===== src/hw/rtl/sm_alu_pkg.sv =====
`timescale 1ns / 1ps
// ----------------------------------------------------------------------------
// sm_alu_pkg
// Shared types and codes of the sign-magnitude integer ALU.
// ----------------------------------------------------------------------------
package sm_alu_pkg;

    localparam int MAG_BITS = 64;

    // Commands. The last code passes x through unchanged.
    localparam logic [2:0] CMD_ADD  = 3'd0;
    localparam logic [2:0] CMD_SUB  = 3'd1;
    localparam logic [2:0] CMD_MUL  = 3'd2;
    localparam logic [2:0] CMD_DIV  = 3'd3;
    localparam logic [2:0] CMD_MOD  = 3'd4;
    localparam logic [2:0] CMD_REM  = 3'd5;
    localparam logic [2:0] CMD_POW  = 3'd6;
    localparam logic [2:0] CMD_PASS = 3'd7;

    // Operand and result kinds. The spare code behaves as based.
    localparam logic [1:0] K_POS   = 2'd0;
    localparam logic [1:0] K_NEG   = 2'd1;
    localparam logic [1:0] K_BASED = 2'd2;
    localparam logic [1:0] K_SPARE = 2'd3;

    // Result status.
    localparam logic [1:0] STAT_OK       = 2'd0;
    localparam logic [1:0] STAT_PROMOTE  = 2'd1;
    localparam logic [1:0] STAT_DIVZERO  = 2'd2;
    localparam logic [1:0] STAT_ZEROZERO = 2'd3;

    // One classified request as it travels from the front to the back.
    typedef struct packed {
        logic [2:0]          cmd;
        logic [1:0]          x_kind;
        logic [MAG_BITS-1:0] x_mag;
        logic [1:0]          y_kind;
        logic [MAG_BITS-1:0] y_mag;
    } req_t;

endpackage


===== src/hw/rtl/sm_alu_front.sv =====
`timescale 1ns / 1ps
// ----------------------------------------------------------------------------
// sm_alu_front
// Accepts requests, masks magnitudes to the word and folds the spare kind.
// ----------------------------------------------------------------------------
module sm_alu_front #(
    parameter int WORD_BITS = 64
) (
    input  logic                       s_valid,
    output logic                       s_ready,
    input  logic [2:0]                 s_command,
    input  logic [1:0]                 s_x_kind,
    input  logic [sm_alu_pkg::MAG_BITS-1:0] s_x_mag,
    input  logic [1:0]                 s_y_kind,
    input  logic [sm_alu_pkg::MAG_BITS-1:0] s_y_mag,
    input  logic                       q_full,
    output logic                       q_push,
    output sm_alu_pkg::req_t           q_data
);
    import sm_alu_pkg::*;

    localparam logic [MAG_BITS-1:0] MAG_MASK = {MAG_BITS{1'b1}} >> (MAG_BITS - WORD_BITS);

    assign s_ready = !q_full;
    assign q_push  = s_valid && !q_full;

    always_comb begin
        q_data.cmd    = s_command;
        q_data.x_kind = (s_x_kind == K_SPARE) ? K_BASED : s_x_kind;
        q_data.y_kind = (s_y_kind == K_SPARE) ? K_BASED : s_y_kind;
        q_data.x_mag  = s_x_mag & MAG_MASK;
        q_data.y_mag  = s_y_mag & MAG_MASK;
    end

endmodule


===== src/hw/rtl/sm_alu_fifo.sv =====
`timescale 1ns / 1ps
// ----------------------------------------------------------------------------
// sm_alu_fifo
// Two-entry request queue between the front and the back.
// ----------------------------------------------------------------------------
module sm_alu_fifo (
    input  logic             aclk,
    input  logic             aresetn,
    input  logic             push,
    input  sm_alu_pkg::req_t push_data,
    output logic             full,
    input  logic             pop,
    output logic             not_empty,
    output sm_alu_pkg::req_t pop_data
);
    import sm_alu_pkg::*;

    req_t       mem_reg [2];
    logic       wr_ptr_reg, wr_ptr_next;
    logic       rd_ptr_reg, rd_ptr_next;
    logic [1:0] count_reg, count_next;

    assign full      = (count_reg == 2'd2);
    assign not_empty = (count_reg != 2'd0);
    assign pop_data  = mem_reg[rd_ptr_reg];

    always_comb begin
        wr_ptr_next = push ? !wr_ptr_reg : wr_ptr_reg;
        rd_ptr_next = pop ? !rd_ptr_reg : rd_ptr_reg;
        count_next  = count_reg + 2'(push) - 2'(pop);
    end

    always_ff @(posedge aclk) begin
        if (push) begin
            mem_reg[wr_ptr_reg] <= push_data;
        end
    end

    always_ff @(posedge aclk) begin
        if (!aresetn) begin
            wr_ptr_reg <= 1'b0;
            rd_ptr_reg <= 1'b0;
            count_reg  <= 2'd0;
        end else begin
            wr_ptr_reg <= wr_ptr_next;
            rd_ptr_reg <= rd_ptr_next;
            count_reg  <= count_next;
        end
    end

endmodule


===== src/hw/rtl/sm_alu_back.sv =====
`timescale 1ns / 1ps
// ----------------------------------------------------------------------------
// sm_alu_back
// Execution sequencer: add/sub in one step, a shift-add multiplier, a
// restoring divider and square-and-multiply pow, plus the result register.
// ----------------------------------------------------------------------------
module sm_alu_back #(
    parameter int WORD_BITS = 64
) (
    input  logic                            aclk,
    input  logic                            aresetn,
    input  logic                            q_not_empty,
    input  sm_alu_pkg::req_t                q_data,
    output logic                            q_pop,
    output logic                            m_valid,
    input  logic                            m_ready,
    output logic [1:0]                      m_status,
    output logic [1:0]                      m_res_kind,
    output logic [sm_alu_pkg::MAG_BITS-1:0] m_res_mag
);
    import sm_alu_pkg::*;

    localparam int W  = WORD_BITS;
    localparam int CW = $clog2(WORD_BITS);

    localparam logic [3:0] S_IDLE = 4'd0;
    localparam logic [3:0] S_EXEC = 4'd1;
    localparam logic [3:0] S_MUL  = 4'd2;
    localparam logic [3:0] S_MULD = 4'd3;
    localparam logic [3:0] S_DIV  = 4'd4;
    localparam logic [3:0] S_DIVD = 4'd5;
    localparam logic [3:0] S_POW  = 4'd6;
    localparam logic [3:0] S_SQ   = 4'd7;
    localparam logic [3:0] S_FIN  = 4'd8;

    localparam logic [1:0] MP_MUL  = 2'd0;
    localparam logic [1:0] MP_POWR = 2'd1;
    localparam logic [1:0] MP_POWB = 2'd2;

    logic [3:0]          state_reg, state_next;
    logic [2:0]          cmd_reg, cmd_next;
    logic [1:0]          xk_reg, xk_next;
    logic [1:0]          yk_reg, yk_next;
    logic [W-1:0]        xv_reg, xv_next;
    logic [W-1:0]        yv_reg, yv_next;
    logic [1:0]          st_reg, st_next;
    logic [W-1:0]        hi_reg, hi_next;
    logic [W-1:0]        lo_reg, lo_next;
    logic [W-1:0]        mb_reg, mb_next;
    logic [W-1:0]        b_reg, b_next;
    logic [CW-1:0]       cnt_reg, cnt_next;
    logic [1:0]          phase_reg, phase_next;
    logic                big_reg, big_next;
    logic                ovf_reg, ovf_next;
    logic                m_valid_reg, m_valid_next;
    logic [1:0]          m_status_reg, m_status_next;
    logic [1:0]          m_kind_reg, m_kind_next;
    logic [MAG_BITS-1:0] m_mag_reg, m_mag_next;

    logic         xr, yr, xn, yn, same;
    logic [1:0]   sign_kind;
    logic [W:0]   add_sum;
    logic [W-1:0] diff_xy, diff_yx;
    logic [W:0]   mul_sum;
    logic [W:0]   div_trial;
    logic [W:0]   div_diff;
    logic         div_ge;
    logic [W-1:0] e_shift;

    assign m_valid    = m_valid_reg;
    assign m_status   = m_status_reg;
    assign m_res_kind = m_kind_reg;
    assign m_res_mag  = m_mag_reg;

    always_comb begin
        xr        = (xk_reg != K_BASED);
        yr        = (yk_reg != K_BASED);
        xn        = (xk_reg == K_NEG);
        yn        = (yk_reg == K_NEG);
        same      = (cmd_reg == CMD_ADD) ? (xn == yn) : (xn != yn);
        sign_kind = (xn == yn) ? K_POS : K_NEG;
        add_sum   = {1'b0, xv_reg} + {1'b0, yv_reg};
        diff_xy   = xv_reg - yv_reg;
        diff_yx   = yv_reg - xv_reg;
        mul_sum   = {1'b0, hi_reg} + (lo_reg[0] ? {1'b0, mb_reg} : {(W+1){1'b0}});
        div_trial = {hi_reg, lo_reg[W-1]};
        div_diff  = div_trial - {1'b0, yv_reg};
        div_ge    = (div_trial >= {1'b0, yv_reg});
        e_shift   = yv_reg >> 1;
    end

    always_comb begin
        state_next    = state_reg;
        cmd_next      = cmd_reg;
        xk_next       = xk_reg;
        yk_next       = yk_reg;
        xv_next       = xv_reg;
        yv_next       = yv_reg;
        st_next       = st_reg;
        hi_next       = hi_reg;
        lo_next       = lo_reg;
        mb_next       = mb_reg;
        b_next        = b_reg;
        cnt_next      = cnt_reg;
        phase_next    = phase_reg;
        big_next      = big_reg;
        ovf_next      = ovf_reg;
        m_status_next = m_status_reg;
        m_kind_next   = m_kind_reg;
        m_mag_next    = m_mag_reg;
        m_valid_next  = m_valid_reg && !m_ready;
        q_pop         = 1'b0;

        case (state_reg)
            S_IDLE: begin
                if (q_not_empty) begin
                    q_pop      = 1'b1;
                    cmd_next   = q_data.cmd;
                    xk_next    = q_data.x_kind;
                    yk_next    = q_data.y_kind;
                    xv_next    = q_data.x_mag[W-1:0];
                    yv_next    = q_data.y_mag[W-1:0];
                    st_next    = STAT_OK;
                    state_next = S_EXEC;
                end
            end
            S_EXEC: begin
                state_next = S_FIN;
                case (cmd_reg)
                    CMD_ADD, CMD_SUB: begin
                        if (same) begin
                            if (add_sum[W] && xr && yr) begin
                                st_next = STAT_PROMOTE;
                            end else begin
                                xv_next = add_sum[W-1:0];
                            end
                        end else if (!xr) begin
                            xv_next = diff_xy;
                        end else if (yv_reg >= xv_reg) begin
                            xv_next = diff_yx;
                            xk_next = (diff_yx == '0 || xn) ? K_POS : K_NEG;
                        end else begin
                            xv_next = diff_xy;
                        end
                    end
                    CMD_MUL: begin
                        hi_next    = '0;
                        lo_next    = xv_reg;
                        mb_next    = yv_reg;
                        cnt_next   = CW'(W - 1);
                        phase_next = MP_MUL;
                        state_next = S_MUL;
                    end
                    CMD_DIV, CMD_MOD, CMD_REM: begin
                        if (yv_reg == '0) begin
                            st_next = STAT_DIVZERO;
                        end else begin
                            hi_next    = '0;
                            lo_next    = xv_reg;
                            cnt_next   = CW'(W - 1);
                            state_next = S_DIV;
                        end
                    end
                    CMD_POW: begin
                        if (xv_reg == '0 && yv_reg == '0) begin
                            st_next = STAT_ZEROZERO;
                        end else if (yn) begin
                            st_next = STAT_PROMOTE;
                        end else begin
                            if (xn) begin
                                xk_next = yv_reg[0] ? K_NEG : K_POS;
                            end
                            b_next     = xv_reg;
                            xv_next    = W'(1);
                            big_next   = 1'b0;
                            ovf_next   = 1'b0;
                            state_next = S_POW;
                        end
                    end
                    default: begin
                        state_next = S_FIN;
                    end
                endcase
            end
            S_MUL: begin
                hi_next  = mul_sum[W:1];
                lo_next  = {mul_sum[0], lo_reg[W-1:1]};
                cnt_next = cnt_reg - 1'b1;
                if (cnt_reg == '0) begin
                    state_next = S_MULD;
                end
            end
            S_MULD: begin
                case (phase_reg)
                    MP_MUL: begin
                        state_next = S_FIN;
                        if (!xr || !yr) begin
                            xv_next = lo_reg;
                        end else if (hi_reg != '0) begin
                            st_next = STAT_PROMOTE;
                        end else begin
                            xv_next = lo_reg;
                            xk_next = sign_kind;
                        end
                    end
                    MP_POWR: begin
                        xv_next    = lo_reg;
                        ovf_next   = ovf_reg || big_reg || (hi_reg != '0);
                        state_next = S_SQ;
                    end
                    default: begin
                        b_next     = lo_reg;
                        big_next   = big_reg || (hi_reg != '0);
                        state_next = S_POW;
                    end
                endcase
            end
            S_DIV: begin
                hi_next  = div_ge ? div_diff[W-1:0] : div_trial[W-1:0];
                lo_next  = {lo_reg[W-2:0], div_ge};
                cnt_next = cnt_reg - 1'b1;
                if (cnt_reg == '0) begin
                    state_next = S_DIVD;
                end
            end
            S_DIVD: begin
                // Quotient sits in lo, remainder in hi.
                state_next = S_FIN;
                case (cmd_reg)
                    CMD_DIV: begin
                        if (!xr || !yr) begin
                            xv_next = lo_reg;
                        end else if (hi_reg != '0) begin
                            st_next = STAT_PROMOTE;
                        end else begin
                            xv_next = lo_reg;
                            xk_next = sign_kind;
                        end
                    end
                    CMD_MOD: begin
                        if (!xr || !yr) begin
                            xv_next = hi_reg;
                        end else begin
                            xv_next = (hi_reg != '0 && xn != yn) ? (yv_reg - hi_reg) : hi_reg;
                            xk_next = yn ? K_NEG : K_POS;
                        end
                    end
                    default: begin
                        xv_next = hi_reg;
                    end
                endcase
            end
            S_POW: begin
                if (yv_reg == '0) begin
                    if (ovf_reg && xr && yr) begin
                        st_next = STAT_PROMOTE;
                    end
                    state_next = S_FIN;
                end else if (yv_reg[0]) begin
                    hi_next    = '0;
                    lo_next    = xv_reg;
                    mb_next    = b_reg;
                    cnt_next   = CW'(W - 1);
                    phase_next = MP_POWR;
                    state_next = S_MUL;
                end else begin
                    state_next = S_SQ;
                end
            end
            S_SQ: begin
                yv_next = e_shift;
                if (e_shift != '0) begin
                    hi_next    = '0;
                    lo_next    = b_reg;
                    mb_next    = b_reg;
                    cnt_next   = CW'(W - 1);
                    phase_next = MP_POWB;
                    state_next = S_MUL;
                end else begin
                    state_next = S_POW;
                end
            end
            S_FIN: begin
                if (!m_valid_reg || m_ready) begin
                    m_valid_next = 1'b1;
                    if (st_reg != STAT_OK) begin
                        m_status_next = st_reg;
                        m_kind_next   = K_POS;
                        m_mag_next    = '0;
                    end else begin
                        m_status_next = STAT_OK;
                        m_kind_next   = (xk_reg == K_NEG && xv_reg == '0) ? K_POS : xk_reg;
                        m_mag_next    = MAG_BITS'(xv_reg);
                    end
                    state_next = S_IDLE;
                end
            end
            default: begin
                state_next = S_IDLE;
            end
        endcase
    end

    always_ff @(posedge aclk) begin
        cmd_reg      <= cmd_next;
        xk_reg       <= xk_next;
        yk_reg       <= yk_next;
        xv_reg       <= xv_next;
        yv_reg       <= yv_next;
        st_reg       <= st_next;
        hi_reg       <= hi_next;
        lo_reg       <= lo_next;
        mb_reg       <= mb_next;
        b_reg        <= b_next;
        cnt_reg      <= cnt_next;
        phase_reg    <= phase_next;
        big_reg      <= big_next;
        ovf_reg      <= ovf_next;
        m_status_reg <= m_status_next;
        m_kind_reg   <= m_kind_next;
        m_mag_reg    <= m_mag_next;
    end

    always_ff @(posedge aclk) begin
        if (!aresetn) begin
            state_reg   <= S_IDLE;
            m_valid_reg <= 1'b0;
        end else begin
            state_reg   <= state_next;
            m_valid_reg <= m_valid_next;
        end
    end

endmodule


===== src/hw/rtl/sign_magnitude_int_alu_core.sv =====
`timescale 1ns / 1ps
// ----------------------------------------------------------------------------
// sign_magnitude_int_alu_core
// Sign-magnitude integer ALU: add, sub, mul, div, mod, rem and pow on
// operands that are positive, negative or based (wrapping) words.
// ----------------------------------------------------------------------------
//
//   channel   direction   handshake            payload
//   s_        in          s_valid / s_ready    command, x_kind, x_mag, y_kind, y_mag
//   m_        out         m_valid / m_ready    status, res_kind, res_mag
//
// Add and sub go from the execute state straight to the result register;
// mul runs through the one-bit-per-cycle shift-add multiplier, and div,
// mod and rem through the restoring divider. Pow runs up to
// 2 * WORD_BITS - 1 multiplier passes, one per exponent bit set and one
// per squaring.
// Reset is synchronous and active low; it empties the request queue and
// drops any pending result. A stalled result port holds the finished result
// while the front keeps accepting up to two more requests into the queue.
// ----------------------------------------------------------------------------
module sign_magnitude_int_alu_core #(
    parameter int WORD_BITS = 64
) (
    input  logic                            aclk,
    input  logic                            aresetn,
    input  logic                            s_valid,
    output logic                            s_ready,
    input  logic [2:0]                      s_command,
    input  logic [1:0]                      s_x_kind,
    input  logic [sm_alu_pkg::MAG_BITS-1:0] s_x_mag,
    input  logic [1:0]                      s_y_kind,
    input  logic [sm_alu_pkg::MAG_BITS-1:0] s_y_mag,
    output logic                            m_valid,
    input  logic                            m_ready,
    output logic [1:0]                      m_status,
    output logic [1:0]                      m_res_kind,
    output logic [sm_alu_pkg::MAG_BITS-1:0] m_res_mag
);
    import sm_alu_pkg::*;

    // Front side: classified requests headed for the queue.
    logic q_full;
    logic q_push;
    req_t q_in;

    // Back side: the oldest queued request.
    logic q_not_empty;
    logic q_pop;
    req_t q_out;

    // The front masks magnitudes to the word and folds the spare kind code
    // into based, so the back only ever sees three kinds.
    sm_alu_front #(
        .WORD_BITS (WORD_BITS)
    ) u_front (
        .s_valid   (s_valid),
        .s_ready   (s_ready),
        .s_command (s_command),
        .s_x_kind  (s_x_kind),
        .s_x_mag   (s_x_mag),
        .s_y_kind  (s_y_kind),
        .s_y_mag   (s_y_mag),
        .q_full    (q_full),
        .q_push    (q_push),
        .q_data    (q_in)
    );

    // The queue lets the front keep taking requests while the back grinds
    // through a long multiply, divide or pow.
    sm_alu_fifo u_fifo (
        .aclk      (aclk),
        .aresetn   (aresetn),
        .push      (q_push),
        .push_data (q_in),
        .full      (q_full),
        .pop       (q_pop),
        .not_empty (q_not_empty),
        .pop_data  (q_out)
    );

    // The back runs one request at a time and owns the result register.
    sm_alu_back #(
        .WORD_BITS (WORD_BITS)
    ) u_back (
        .aclk        (aclk),
        .aresetn     (aresetn),
        .q_not_empty (q_not_empty),
        .q_data      (q_out),
        .q_pop       (q_pop),
        .m_valid     (m_valid),
        .m_ready     (m_ready),
        .m_status    (m_status),
        .m_res_kind  (m_res_kind),
        .m_res_mag   (m_res_mag)
    );

endmodule


===== config.mk =====
export PLATFORM = sky130hd
export DESIGN_NAME = sign_magnitude_int_alu_core
export DESIGN_NICKNAME = d
export VERILOG_FILES = /design/src/hw/rtl/sm_alu_pkg.sv /design/src/hw/rtl/sm_alu_front.sv /design/src/hw/rtl/sm_alu_fifo.sv /design/src/hw/rtl/sm_alu_back.sv /design/src/hw/rtl/sign_magnitude_int_alu_core.sv
export SDC_FILE = /design/constraint.sdc
export NUM_CORES = 2
export LEC_CHECK = 0
export BUFFER_PORTS_ARGS = -buffer_cell sky130_fd_sc_hd__buf_4
export CAP_MARGIN = 25
export CORE_ASPECT_RATIO = 1.2
export CORE_MARGIN = 2
export CORE_UTILIZATION = 42
export CTS_CLUSTER_DIAMETER = 60
export CTS_CLUSTER_SIZE = 25
export DETAILED_ROUTE_END_ITERATION = 10
export PLACE_DENSITY = 0.67
export SYNTH_ARGS = -nofsm -noshare
export SYNTH_HDL_FRONTEND = slang
export SYNTH_HIERARCHICAL = 1
export SYNTH_SLANG_ARGS = --single-unit

===== constraint.sdc =====
create_clock -name aclk -period 9.4 [get_ports aclk]
set_input_delay 0 -clock aclk [delete_from_list [all_inputs] [get_ports aclk]]
set_output_delay 0 -clock aclk [all_outputs]
set_load 0.005 [all_outputs]

# == Word level (Yosys, flattened, before mapping) ==
# Memories as Yosys holds them, arrays and structs flattened. A register that Yosys moved wholly into a read port is not among the register bits.
# Index checks and enable logic that the tools add are counted.
# word_totals
reg_bits,480
latch_bits,0
ramBits,270
mem_bits_ro,0
input_bits,139
memories,1
# op_classes
addsub,9
mul,0
div,0
magnitude_cmp,2
eq_ne,59
shift,0
mux,114
bitwise,0
n_reduce_logical,57
# mem_list
name,depth,width,rd,rd_ports_with_merged_regs,wr,line,rtl
u_fifo.mem_reg,2,135,1,1,1,sm_alu_fifo.sv:18,req_t mem_reg [2];
# ops
cell,n
2-to-1 mux 64 bit,29
one-hot mux 64 bit (2 select lines),7
one-hot mux 64 bit (5 select lines),2
one-hot mux 64 bit (4 select lines),1
subtractor 64 bit,4
logical NOT 64 bit,3
one-hot mux 64 bit (3 select lines),1
adder 64 x 64 -> 65 bit,2
nonzero test 64 bit,2
>= comparator 65 x 64 -> 1 bit,1
>= comparator 64 bit,1
2-to-1 mux 2 bit,29
one-hot mux 4 bit (9 select lines),1
2-to-1 mux 4 bit,8
2-to-1 mux 6 bit,4
inequality test 3 x 2 -> 1 bit (second input constant),8
one-hot mux 6 bit (4 select lines),1
inequality test 2 x 1 -> 1 bit (second input constant),10
2-to-1 mux 1 bit,18
inequality test 2 bit (second input constant),9
inequality test 3 bit (second input constant),6
== test 4 x 3 -> 1 bit (second input constant),4
AND reduction 5 bit,3
one-hot mux 2 bit (3 select lines),2
44 further kinds,85

# == Logic depth before layout (Yosys ltp) ==
# depth
word_depth,9
mapped_depth,17
ltp_nobuf,16

# == By module ==
# Netlist, hierarchy kept.
# by_module_without_submodules
mod,n_inst,cells_per_inst,area_each_um2,seq_area_each_um2
sm_alu_back,1,6012,48158.7,14243.7
sm_alu_fifo,1,441,10162.2,8207.9
sm_alu_front,1,137,1013.5,0.0

# == Worst setup path before layout ==
# OpenSTA, ideal clock, no wires.
# synth_timing
path_type,reg-to-reg
from,register u_back.yv_reg[1]
to,"register u_back.hi_reg[0], enable pin"
setup_ns,0.657
arrival_time_ns,7.386
required_ns,8.743
path_slack_ns,1.357
stages_incl_launch_ff,9
synth_period_minus_slack_ns,8.043
path_cell_list,edfxtp_1 nor4_1 nand4_1 nor4_1 and2_1 buf_1 a21oi_1 o211ai_1 a21oi_1
# synth_between
elab_chain_cells,3
# synth_lines
item,line,rtl
from (decl),sm_alu_back.sv:45,"logic [W-1:0] yv_reg, yv_next;"
from (signal assigned),sm_alu_back.sv:309,yv_reg <= yv_next;
logical NOT 64 bit or nonzero test 64 bit (tied branches),"sm_alu_back.sv:155, sm_alu_back.sv:254, sm_alu_back.sv:272",
inequality test 3 bit (no source line) (tied with other cells),n/a,
AND reduction 6 bit (no source line) (*),n/a,
to (signal assigned),sm_alu_back.sv:311,hi_reg <= hi_next;
to (decl),sm_alu_back.sv:47,"logic [W-1:0] hi_reg, hi_next;"
# Mark *: on every way between the ends. The rest lies on a longest branch, timed or not.
# A chain may end at the register's enable or synchronous reset.

# == Worst setup path after layout ==
# layout_timing
from,register u_back.yv_reg[0]
to,"register u_back.xv_reg[16], enable pin"
# layout_between
elab_chain_cells,5
# layout_lines
item,line,rtl
adder 64 x 64 -> 65 bit,sm_alu_back.sv:82,"add_sum = {1'b0, xv_reg} + {1'b0, yv_reg};"
logical AND 1 bit (2 in a row),sm_alu_back.sv:132,if (add_sum[W] && xr && yr) begin
inequality test 4 bit (no source line),n/a,
AND reduction 7 bit (no source line) (*),n/a,
to (signal assigned),sm_alu_back.sv:308,xv_reg <= xv_next;
to (decl),sm_alu_back.sv:44,"logic [W-1:0] xv_reg, xv_next;"
# Marked as above.

==> reports/metrics.csv <==
stage,metric,value,unit
timing,maxSlewHeadroom,17.55,%
place,place_congestion,1.054,
floorplan,die_w,347.1,um
synth,async_flop_share,0,%
worst_setup_path,cp_slowest_stage_delay,740,ps
layout,fin_util,47.50,%
worst_setup_path,worst-r2r-cell-count,15,
worst_setup_path,cp.required,9730,ps
worst_setup_path,crit_path_end_kind,flip-flop,
routing,via_per_inst,6.768,
floorplan,io_pins,209,
timing,fmax,155.6,MHz
grt,grt_pass1_wl,391.1,mm
synth,syn_area,59330,sq um
worst_setup_path,cp_top_family,compound AO/OA/AOI/OAI gates,
run,max_cap_violations,0,
place,portBuffers,208,
worst_hold_path,min_to,u_fifo/mem_reg[1][132],
worst_setup_path,startpoint_type,flip-flop,
grt,grt_pass1_vias,54602,
grt,use_met2,53.85,%
timing,period_share,68.39,%
timing,worst_pin_slew,1225,ps
synth,synth_edf_count,741,
clock_network,numCtsBuffers,73,
timing,rsz0062_at_grt,false,
clock_network,path_clk_slew,90,ps
worst_setup_path,crit_top_cell,a21oi_1,
synth,synth.area.top_cells,"edfxtp_1 38%, ha_1 8.2%, a21oi_1 5.2%",
routing,num_vias,58184,
synth,synth_top_area_share,37.50,%
clock_network,cts_setup_buffers,0,
synth,synth-seq-area-share,37.84,%
grt,grt.total_usage,37.18,%
clock_network,ctsRootBufferMaster,clkbuf_16,
layout,stdcell_count,8597,
timing,finalSetupViolCount,0,
worst_setup_path,crit_chain,ha_1 -> fa_1 -> nor2b_1 -> o221ai_1 -> a21oi_1 -> a21oi_1 -> o211ai_1 -> a21oi_1 -> o31ai_1 -> o21ai_1 -> nand3_1 -> o21ba_2 -> a211o_1 -> a31oi_4 -> buf_4,
clock_network,cts.sinks,751,
synth,yosys_most_used_dff,edfxtp_1,
floorplan,core,140800,sq um
floorplan,rows,151,
layout,largest_reg_flops,270,
worst_hold_path,hp-class,primary input to flip-flop,
synth,synthesis.nets,7122,
grt,antenna_found_initial,10,
floorplan,die_h,415.7,um
routing,wirelength,278.9,mm
layout,nets,7227,
synth,syn_area_per_cell,9.004,sq um
grt,busiest_layer,met2,
synth,ys_ff_latch,751,
worst_hold_path,min_from,s_command[0],
layout,drive_gt1_share,9.726,%
timing,setup_ws,2972,ps
clock_network,h-tree-depth,3,
routing,drc_errors,0,
clock_network,ctsHoldBuffers,241,
worst_setup_path,r2r_slack,2970,ps
worst_setup_path,slowest_stage,buf_4,
floorplan,start_util,42.15,%
clock_network,worst_skew_pair.late_latency,720,ps
clock_network,cts_tree,done,
synth,ys_warn_count,6,
worst_hold_path,holdPathStages,2,
timing,hold_viol,0,
floorplan,die_area,144300,sq um
layout,mostFrequentLayoutCell,edfxtp_1,
worst_setup_path,regToRegEndpoint,u_back/xv_reg[16],
grt,grt_max_degree,98,
clock_network,cts-resized-gates,0,
timing,period_needed,6428,ps
worst_setup_path,cp_max_fo,48,
worst_setup_path,path_buf_inv,1,
clock_network,clockBufferDepth,3,
synth,netlist_instances,6590,
grt,grt_overflow,0,
worst_setup_path,rr_startpoint,u_back/yv_reg[0],
worst_setup_path,worstSetupPathType,flip-flop to flip-flop,
routing,wl_per_cell,32.45,um
synth,synth_cell_types,101,
routing,firstDrtPassIters,8,
timing,slew_viol_final,0,
timing,skew,38.26,ps
status,status,finished clean,
layout,layout_common_cells,"741 x edfxtp_1, 611 x a21oi_1, 605 x nand2_1",
worst_setup_path,cp.arrival,6760,ps
layout,area_growth,12.68,%
grt,grtUsageMet1,49.94,%
routing,ant_nets,0,
synth,yosys.area.top_type,edfxtp_1,
place,placed_cells,8212,
routing,drt_iter0_drc,9737,
timing,final.setup.tns,0,ps
place,dp_hpwl,213.9,mm
place,dp_slack,3206,ps
grt,use_met3,11.17,%
==> cell usage after synthesis (all sizes together), types with 13 or more instances <==
| cell | instances |
|---|---|
| nor4 | 90 |
| o211ai | 52 |
| a2111oi | 17 |
| nand2b | 52 |
| edfxtp | 741 |
| o31ai | 34 |
| o21ai | 621 |
| a21boi | 13 |
| nand4 | 117 |
| a21o | 162 |
| a21oi | 615 |
| or3 | 22 |
| a31oi | 89 |
| o221ai | 44 |
| a41oi | 15 |
| and3 | 22 |
| mux2i | 85 |
| clkbuf | 284 |
| a222oi | 59 |
| or2 | 20 |
| a221o | 28 |
| a211oi | 50 |
| o21bai | 86 |
| a211o | 24 |
| mux2 | 139 |
| xnor2 | 206 |
| inv | 353 |
| nand3 | 95 |
| buf | 223 |
| ha | 387 |
| a221oi | 80 |
| o22ai | 98 |
| nor3 | 167 |
| xor2 | 77 |
| and2 | 88 |
| nor2b | 45 |
| nor2 | 417 |
| o31a | 18 |
| nand2 | 610 |
| o21a | 57 |
| a22oi | 26 |
==> per-stage QoR <==
step                      instance area, sq um  hold slack [ps]
final                                    66860            16.34
after global routing                     66850            3.861
after CTS                                66810            1.027
after detailed placement                 61570            187.4
after global placement                   61500            185.0
after floorplan                          59330            117.5
==> logic make-up after synthesis <==
logic type | Yosys count | share of synthesized area (%)
XOR/XNOR | 284 | 4.215
AO/OA/AOI/OAI | 2294 | 24.59
adder cells (fa/ha/maj) | 394 | 8.380
multiplexers | 224 | 4.388
buffers and inverters | 863 | 6.522
AND/OR/NAND/NOR | 1780 | 14.07
flip-flops | 751 | 37.84
==> cell type report <==
type / count / area (sq um)
Inverter: 356 / 1336
Tap cell: 1836 / 2297
Clock inverter: 61 / 983.4
Clock buffer: 74 / 1852
Fill cell: 13238 / 73890
Antenna cell: 6 / 15.01
Sequential cell: 751 / 22460
Multi-Input combinational cell: 4976 / 33230
Timing Repair Buffer: 537 / 4692
==> how the worst max path moves through the flow <==
stage	start	cells after the start	slack, ps	end
6_report	u_back/yv_reg[0]	15	2970	u_back/xv_reg[16]
5_1_grt	u_back/yv_reg[0]	15	2970	u_back/xv_reg[16]
4_1_cts	u_back/yv_reg[0]	15	3180	u_back/xv_reg[16]
3_5_place_dp	u_back/yv_reg[0]	15	3210	u_back/xv_reg[7]
3_3_place_gp	u_back/hi_reg[15]	13	2790	u_back/xv_reg[22]
2_1_floorplan	u_back/yv_reg[1]	8	1360	u_back/hi_reg[0]
==> layer usage <==
metal,share of wire (%),routed length [um],vias up
met3,14,37700,664
met5,0.014,38,-
met1,39,109300,28340
li1,-,-,24810
met4,6.1,17090,6
met2,41,114800,4364
Power is not shown: default switching activity piles up to over one toggle a cycle in this logic, so the estimate is an artifact.
